[config.mk]
export PLATFORM = sky130hd
export DESIGN_NAME = pi_controller_antiwindup
export DESIGN_NICKNAME = d
export VERILOG_FILES = /design/src/rtl/picaw_pkg.sv /design/src/rtl/picaw_ctrl.sv /design/src/rtl/picaw_dp.sv /design/src/rtl/pi_controller_antiwindup.sv
export SDC_FILE = /design/constraint.sdc
export NUM_CORES = 1
export LEC_CHECK = 0
export BUFFER_PORTS_ARGS = -buffer_cell sky130_fd_sc_hd__clkbuf_2
export CAP_MARGIN = 20
export CORE_ASPECT_RATIO = 2
export CORE_MARGIN = 5
export CORE_UTILIZATION = 45
export DETAILED_ROUTE_END_ITERATION = 7
export GPL_ROUTABILITY_DRIVEN = 0
export PLACE_DENSITY = 0.58
export SYNTH_ARGS = -nofsm -noshare
export SYNTH_HDL_FRONTEND = slang
export SYNTH_SLANG_ARGS = --single-unit
[constraint.sdc]
create_clock -name i_clk -period 13.7 [get_ports i_clk]
set_input_delay 0.685 -clock i_clk [delete_from_list [all_inputs] [get_ports i_clk]]
set_output_delay 0.685 -clock i_clk [all_outputs]
set_load 0.005 [all_outputs]
[src/rtl/picaw_pkg.sv]
`timescale 1ns / 1ps
// ----------------------------------------------------------------------------
// picaw_pkg
// Shared widths, register indexes and controller-to-datapath command types
// for the Q15 PI controller.
// ----------------------------------------------------------------------------
package picaw_pkg;

    localparam int DATA_W    = 16;   // Q15 sample and gain width
    localparam int ACC_W     = 32;   // integral and product width
    localparam int Q_SHIFT   = 15;   // Q15 rescale of the sum
    localparam int CFG_IDX_W = 3;

    // Configuration register indexes
    localparam logic [CFG_IDX_W-1:0] CFG_PROP_GAIN   = 3'd0;
    localparam logic [CFG_IDX_W-1:0] CFG_INTEG_GAIN  = 3'd1;
    localparam logic [CFG_IDX_W-1:0] CFG_WINDUP_GAIN = 3'd2;
    localparam logic [CFG_IDX_W-1:0] CFG_OUT_UPPER   = 3'd3;
    localparam logic [CFG_IDX_W-1:0] CFG_OUT_LOWER   = 3'd4;

    localparam logic signed [DATA_W-1:0] OUT_UPPER_RST = 16'sh7FFF;
    localparam logic signed [DATA_W-1:0] OUT_LOWER_RST = 16'sh8000;

    // Operand pair routed to the shared multiplier
    typedef enum logic [1:0] {
        MUL_P,   // prop_gain   * error (error taken from the input ports)
        MUL_I,   // integ_gain  * stored error
        MUL_C    // windup_gain * clamp excess
    } t_mul_sel;

    typedef struct packed {
        logic     load_in;    // input beat accepted: store error
        logic     prod_en;    // capture multiplier result
        t_mul_sel mul_sel;
        logic     clamp_en;   // form raw sum, clamp, store drive and excess
        logic     integ_add;  // integral += integ_gain * error
        logic     integ_sub;  // integral -= windup_gain * excess, load output
    } t_dp_cmd;

endpackage

[src/rtl/picaw_ctrl.sv]
`timescale 1ns / 1ps
// ----------------------------------------------------------------------------
// picaw_ctrl
// Sequencer: steps one item through the shared multiplier and owns the
// input ready and output valid handshakes.
// ----------------------------------------------------------------------------
module picaw_ctrl (
    input  logic               i_clk,
    input  logic               i_rst_n,
    input  logic               i_in_valid,
    output logic               o_in_ready,
    output logic               o_out_valid,
    input  logic               i_out_ready,
    output picaw_pkg::t_dp_cmd o_cmd
);
    import picaw_pkg::*;

    typedef enum logic [1:0] {
        S_IDLE,
        S_CLAMP,
        S_INTEG,
        S_WIND
    } t_state;

    t_state r_state, n_state;
    logic   r_out_valid, n_out_valid;
    logic   w_slot_free;

    assign w_slot_free = !r_out_valid || i_out_ready;

    always_comb begin
        n_state     = r_state;
        n_out_valid = r_out_valid && !i_out_ready;
        o_cmd       = '{load_in: 1'b0, prod_en: 1'b0, mul_sel: MUL_P,
                        clamp_en: 1'b0, integ_add: 1'b0, integ_sub: 1'b0};
        unique case (r_state)
            S_IDLE: begin
                o_cmd.mul_sel = MUL_P;
                if (i_in_valid) begin
                    o_cmd.load_in = 1'b1;
                    o_cmd.prod_en = 1'b1;
                    n_state       = S_CLAMP;
                end
            end
            S_CLAMP: begin
                o_cmd.clamp_en = 1'b1;
                o_cmd.mul_sel  = MUL_I;
                o_cmd.prod_en  = 1'b1;
                n_state        = S_INTEG;
            end
            S_INTEG: begin
                o_cmd.integ_add = 1'b1;
                o_cmd.mul_sel   = MUL_C;
                o_cmd.prod_en   = 1'b1;
                n_state         = S_WIND;
            end
            S_WIND: begin
                o_cmd.mul_sel = MUL_C;
                // hold here until the output register can take the new beat
                if (w_slot_free) begin
                    o_cmd.integ_sub = 1'b1;
                    n_out_valid     = 1'b1;
                    n_state         = S_IDLE;
                end
            end
            default: n_state = S_IDLE;
        endcase
    end

    always_ff @(posedge i_clk) begin
        if (!i_rst_n) begin
            r_state     <= S_IDLE;
            r_out_valid <= 1'b0;
        end else begin
            r_state     <= n_state;
            r_out_valid <= n_out_valid;
        end
    end

    assign o_in_ready  = (r_state == S_IDLE);
    assign o_out_valid = r_out_valid;

endmodule

[src/rtl/picaw_dp.sv]
`timescale 1ns / 1ps
// ----------------------------------------------------------------------------
// picaw_dp
// Datapath: configuration registers, one shared 16x16 multiplier, clamp,
// integral accumulator and output register.
// ----------------------------------------------------------------------------
module picaw_dp (
    input  logic                                     i_clk,
    input  logic                                     i_rst_n,
    input  logic                                     i_cfg_we,
    input  logic [picaw_pkg::CFG_IDX_W-1:0]          i_cfg_idx,
    input  logic [picaw_pkg::DATA_W-1:0]             i_cfg_data,
    input  logic signed [picaw_pkg::DATA_W-1:0]      i_setpoint,
    input  logic signed [picaw_pkg::DATA_W-1:0]      i_measured,
    input  picaw_pkg::t_dp_cmd                       i_cmd,
    output logic signed [picaw_pkg::DATA_W-1:0]      o_drive
);
    import picaw_pkg::*;

    logic signed [DATA_W-1:0] r_prop_gain, r_integ_gain, r_windup_gain;
    logic signed [DATA_W-1:0] r_out_upper, r_out_lower;
    logic signed [ACC_W-1:0]  r_integ;
    logic signed [ACC_W-1:0]  r_prod;
    logic signed [DATA_W-1:0] r_err, r_excess, r_drive, r_drive_out;

    logic signed [DATA_W-1:0] w_err_in;
    logic signed [DATA_W-1:0] w_mul_a, w_mul_b;
    logic signed [ACC_W-1:0]  w_mul_p;
    logic [ACC_W-1:0]         w_sum;
    logic signed [DATA_W-1:0] w_raw, w_clamped;

    // configuration
    always_ff @(posedge i_clk) begin
        if (!i_rst_n) begin
            r_prop_gain   <= '0;
            r_integ_gain  <= '0;
            r_windup_gain <= '0;
            r_out_upper   <= OUT_UPPER_RST;
            r_out_lower   <= OUT_LOWER_RST;
        end else if (i_cfg_we) begin
            unique case (i_cfg_idx)
                CFG_PROP_GAIN:   r_prop_gain   <= i_cfg_data;
                CFG_INTEG_GAIN:  r_integ_gain  <= i_cfg_data;
                CFG_WINDUP_GAIN: r_windup_gain <= i_cfg_data;
                CFG_OUT_UPPER:   r_out_upper   <= i_cfg_data;
                CFG_OUT_LOWER:   r_out_lower   <= i_cfg_data;
                default: ;   // unused index, write dropped
            endcase
        end
    end

    assign w_err_in = i_setpoint - i_measured;   // 16-bit wrap

    // shared multiplier operand select
    always_comb begin
        unique case (i_cmd.mul_sel)
            MUL_P: begin
                w_mul_a = r_prop_gain;
                w_mul_b = w_err_in;
            end
            MUL_I: begin
                w_mul_a = r_integ_gain;
                w_mul_b = r_err;
            end
            MUL_C: begin
                w_mul_a = r_windup_gain;
                w_mul_b = r_excess;
            end
            default: begin
                w_mul_a = r_prop_gain;
                w_mul_b = w_err_in;
            end
        endcase
    end

    assign w_mul_p = w_mul_a * w_mul_b;

    // raw output and clamp, upper test first
    assign w_sum = r_prod + r_integ;
    assign w_raw = w_sum[Q_SHIFT +: DATA_W];

    always_comb begin
        priority if (w_raw > r_out_upper) w_clamped = r_out_upper;
        else if (w_raw < r_out_lower)     w_clamped = r_out_lower;
        else                              w_clamped = w_raw;
    end

    always_ff @(posedge i_clk) begin
        if (i_cmd.load_in)  r_err <= w_err_in;
        if (i_cmd.prod_en)  r_prod <= w_mul_p;
        if (i_cmd.clamp_en) begin
            r_drive  <= w_clamped;
            r_excess <= w_raw - w_clamped;
        end
        if (i_cmd.integ_sub) r_drive_out <= r_drive;
    end

    always_ff @(posedge i_clk) begin
        if (!i_rst_n) begin
            r_integ <= '0;
        end else if (i_cmd.integ_add) begin
            r_integ <= r_integ + r_prod;
        end else if (i_cmd.integ_sub) begin
            r_integ <= r_integ - r_prod;
        end
    end

    assign o_drive = r_drive_out;

endmodule

[src/rtl/pi_controller_antiwindup.sv]
`timescale 1ns / 1ps
// ----------------------------------------------------------------------------
// pi_controller_antiwindup
// Q15 PI controller with clamped output and back-calculation anti-windup.
// ----------------------------------------------------------------------------
// One input beat (setpoint, measured) gives one drive beat. The three
// products (Kp*e, Ki*e, Kc*excess) share a single 16x16 multiplier and
// issue one per cycle in the accept, clamp and integrate steps; the result
// is loaded in the wind-back step, and only then is a new item accepted.
// The finished drive sits in an output register; the next item is accepted
// while it waits, and the sequencer only holds in its last step if a second
// result is ready before the first was taken. Reset clears the integral and
// loads the gains to zero and the limits to full scale. Configuration writes
// take effect at once and belong in idle periods only.
// ----------------------------------------------------------------------------
module pi_controller_antiwindup (
    input  logic                                  i_clk,
    input  logic                                  i_rst_n,
    // configuration write port
    input  logic                                  i_cfg_we,
    input  logic [picaw_pkg::CFG_IDX_W-1:0]       i_cfg_idx,
    input  logic [picaw_pkg::DATA_W-1:0]          i_cfg_data,
    // input channel
    input  logic                                  i_in_valid,
    output logic                                  o_in_ready,
    input  logic signed [picaw_pkg::DATA_W-1:0]   i_setpoint,
    input  logic signed [picaw_pkg::DATA_W-1:0]   i_measured,
    // output channel
    output logic                                  o_out_valid,
    input  logic                                  i_out_ready,
    output logic signed [picaw_pkg::DATA_W-1:0]   o_drive
);
    import picaw_pkg::*;

    t_dp_cmd w_cmd;

    // sequencer: accept, clamp, integrate, wind-back
    picaw_ctrl u_ctrl (
        .i_clk       (i_clk),
        .i_rst_n     (i_rst_n),
        .i_in_valid  (i_in_valid),
        .o_in_ready  (o_in_ready),
        .o_out_valid (o_out_valid),
        .i_out_ready (i_out_ready),
        .o_cmd       (w_cmd)
    );

    // arithmetic, configuration and integral state
    picaw_dp u_dp (
        .i_clk      (i_clk),
        .i_rst_n    (i_rst_n),
        .i_cfg_we   (i_cfg_we),
        .i_cfg_idx  (i_cfg_idx),
        .i_cfg_data (i_cfg_data),
        .i_setpoint (i_setpoint),
        .i_measured (i_measured),
        .i_cmd      (w_cmd),
        .o_drive    (o_drive)
    );

endmodule

==> summary.txt <==
Timing
  • Unrepaired setup endpoints after global routing: false
  • Slew @ Worst Pin: 1.13 ns
  • Setup violators final: 0
  • Final WS setup: 4.87 ns
  • Pins over their slew limit: 0
  • Setup Total Neg Slack: 0 ns
  • Final hold vios: 0
  • Final Critical Period: 8.83 ns
  • Slew Limit Headroom: 0.245
  • Max Fclk: 113 MHz
  • Final period util: 0.645
  • Skew final: 0.0127 ns

Finish
  • Final Core Density: 0.489
  • Antenna fix cells: 0
  • FF+latch area: 0.00513 mm^2
  • Design area: 0.0248 mm^2
  • FILL cells: 4837
  • Share of layout cells above drive strength 1: 0.0699
  • Area Growth Syn to Fin: 7.65%
  • Area taken by multi-input logic gates: 0.0159 mm^2
  • Final nets: 3213

Floorplan
  • Die width: 170 um
  • Die area: 0.0562 mm^2
  • CORE AREA: 0.0508 mm^2
  • I/O pin cnt: 74
  • Initial core utilization: 0.454
  • Die height: 330 um
  • Cell Rows: 117

Yosys
  • Post-synth top area cell: fa_1
  • Top cells by area, synth: fa_1 (23%), edfxtp_1 (12%), ha_1 (11%), dfxtp_1 (9.9%), inv_1 (7.0%)
  • Top cells by count, synth: inv_1 (428), nand2_1 (398), fa_1 (260)
  • Post-synthesis sequential area ratio: 0.223
  • Synth Instances: 2660
  • Post-synth top area share: 0.226
  • Synth unique cells: 86
  • Main flop type after synthesis: dfxtp_1
  • Ys Warns: 0
  • Async SR Flop Fraction: 0
  • Avg Inst Size Synth: 8.67 um^2
  • Syn nets: 3184
  • Count leader, synth: inv_1
  • Post-Synthesis Cell Area: 0.0231 mm^2
  • Number of synthesized flops with an enable pin: 95
  • #FFs+latches synth: 209

Critical path
  • CP max stage cell: nor2_1
  • CP peak stage delay: 0.87 ns
  • R2R setup slack: 4.90 ns
  • Crit path top cell by count: fa_1
  • Critical Path RT: 13.95 ns
  • WP data arrival: 9.09 ns
  • Max FO, Critical Path: 12
  • Critical Path Start Type: primary input
  • Endpoint class of the critical path: flip-flop
  • Worst path top cell family by delay: adder cells
  • R2R cell count: 29
  • Crit path kind: in2reg
  • Buf/Inv on CP: 6
  • Worst Setup SP: i_setpoint[0]
  • Reg-to-Reg End: u_dp.r_prod[30]$_DFFE_PP_
  • Critical R2R Launch: u_ctrl.r_state[1]$_SDFFE_PN0P_

Global route
  • Total gr overflow: 0
  • First-pass GRT wire length: 112000 um
  • Initial antenna violation count: 0
  • Largest net degree at the start of global routing: 74
  • Overall Global Routing Usage: 0.261
  • Vias in the first global route: 20000

Clock network
  • Post-CTS Setup Inserts: 0
  • Hold Buf Count CTS: 0
  • H-Tree Depth: 1
  • Total CTS buffers: 21
  • Clock Latency Late Sink: 0.53 ns
  • CTS sink cnt: 209
  • Clk buf depth: 3
  • CTS resizes: 0
  • CTS Root Cell: clkbuf_16
  • CTS tree: done
  • Clk slew on worst S/H paths: 0.07 ns

Min path
  • Worst Hold Depth: 0
  • Hold path endpoint: u_dp.o_drive[2]$_DFFE_PP_
  • HP Class: reg2reg
  • Hold_sp: u_dp.r_drive[2]$_DFFE_PP_

Place
  • HPWL Detailed: 58200 um
  • I/O Buffers: 73
  • DP Area: 0.0241 mm^2
  • Post-placement worst setup slack: 4.40 ns

Drt
  • Avg WL per Cell: 21.7 um
  • Drt total wl: 72900 um
  • Via Count: 18900
  • Post-route ant nets: 0
  • DRT iter0 DRCs: 1142
  • DRC errors left: 0
  • DR pass1 iterations: 5
  • Routed vias/inst: 5.62

Status
  • Status: complete, no violations

Pwr
  • Total Power: 7110 uW
  • Cell Pwr Density: 286 mW/mm^2
  • Leak: 0.0116 uW
  • Peak supply drop: 0.000228 V

Flow run
  • Max-cap check violation count: 0
state kept, by name (all words and copies together), names as in the netlist:
name / count
u_dp.r_integ: 31
u_dp.r_prod: 31
u_dp.o_drive: 16
u_dp.r_drive: 16
u_dp.r_err: 16
u_dp.r_excess: 16
u_dp.r_integ_gain: 16
u_dp.r_out_lower: 16
u_dp.r_out_upper: 16
u_dp.r_prop_gain: 16
u_dp.r_windup_gain: 16
u_ctrl.r_state: 2
u_ctrl.o_out_valid: 1
cells by family (layout without fill, tap and decap cells):
family	after synthesis	count (layout)	synth area share
and+or+nand+nor	769	769	0.146
AOI/OAI and AO/OA	553	553	0.153
buffers and inverters	532	576	0.0893
adders and majority gates	468	468	0.338
DFF	209	209	0.223
xor gates and xnor gates	105	105	0.0399
muxes	24	24	0.0109
metrics by stage:
step / hold slack (ns) / std cells
2_1_floorplan: 0.400 / 2660
4_1_cts: 0.421 / 3356
5_1_grt: 0.428 / 3358
3_5_place_dp: 0.405 / 3318
3_3_place_gp: 0.402 / 3316
6_report: 0.422 / 3358
layout by cell type (no fill, tap or decap), types with 11 or more instances in the layout:
master     instances
a21oi_1          182
o21ai_0           87
nand2_1          398
ha_1             206
inv_1            428
clkbuf_2          73
mux2i_1           18
nor3_1            25
nor2_1           179
a21o_1            36
o21bai_1          13
dfxtp_1          114
and3_1            11
xor2_1            24
clkbuf_16         22
and2_1            28
o211ai_1          24
o31ai_1           13
edfxtp_1          95
nand2b_1          18
xnor2_1           81
o21ai_1           16
nor2b_1           22
fa_1             260
nand3_1           27
a22oi_1           33
buf_4             32
a211oi_1          28
o21a_1            41
nand4_1           14
power by group:
group / internal, uW / switching [uW]
sequential: 1070 / 114
clock: 357 / 281
combinational: 1910 / 3380
total: 3330 / 3770
per-layer routing:
| layer | wire (um) | part of all wire | up-vias | global-route usage |
|---|---|---|---|---|
| met5 | 0 | 0 | - | 0 |
| met4 | 6860 | 0.094 | 0 | 0.196 |
| met3 | 3130 | 0.043 | 269 | 0.0251 |
| met2 | 38600 | 0.53 | 662 | 0.490 |
| met1 | 24300 | 0.33 | 9182 | 0.260 |
| li1 | - | - | 8748 | - |
worst max-delay path by stage:
stage	endpoint	slack (ns)	cells after the start
2_1_floorplan	u_dp.r_prod[29]$_DFFE_PP_	5.54	35
3_3_place_gp	u_dp.r_prod[30]$_DFFE_PP_	4.53	35
3_5_place_dp	u_dp.r_prod[30]$_DFFE_PP_	4.40	35
4_1_cts	u_dp.r_prod[30]$_DFFE_PP_	4.92	35
5_1_grt	u_dp.r_prod[27]$_DFFE_PP_	4.33	29
6_report	u_dp.r_prod[30]$_DFFE_PP_	4.87	35
worst reg2reg max path: cells and delay by family, from the launching register on:
kind | cells | cell delay (ns)
buffers and inverters | 6 | 0.90
adders and majority gates | 8 | 3.69
DFF | 1 | 0.40
xor gates and xnor gates | 2 | 0.32
and+or+nand+nor | 5 | 1.41
AOI/OAI and AO/OA | 8 | 1.83
layout make-up:
| type | instances | area share |
|---|---|---|
| repair buffers | 108 | 0.0259 |
| clock inverters | 15 | 0.00730 |
| flip-flops and latches | 209 | 0.207 |
| multi-input cells | 1919 | 0.640 |
| inverters | 430 | 0.0650 |
| well taps | 654 | 0.0329 |
| clock buffers | 23 | 0.0223 |
Note: power is estimated with default switching activity, not from simulation.
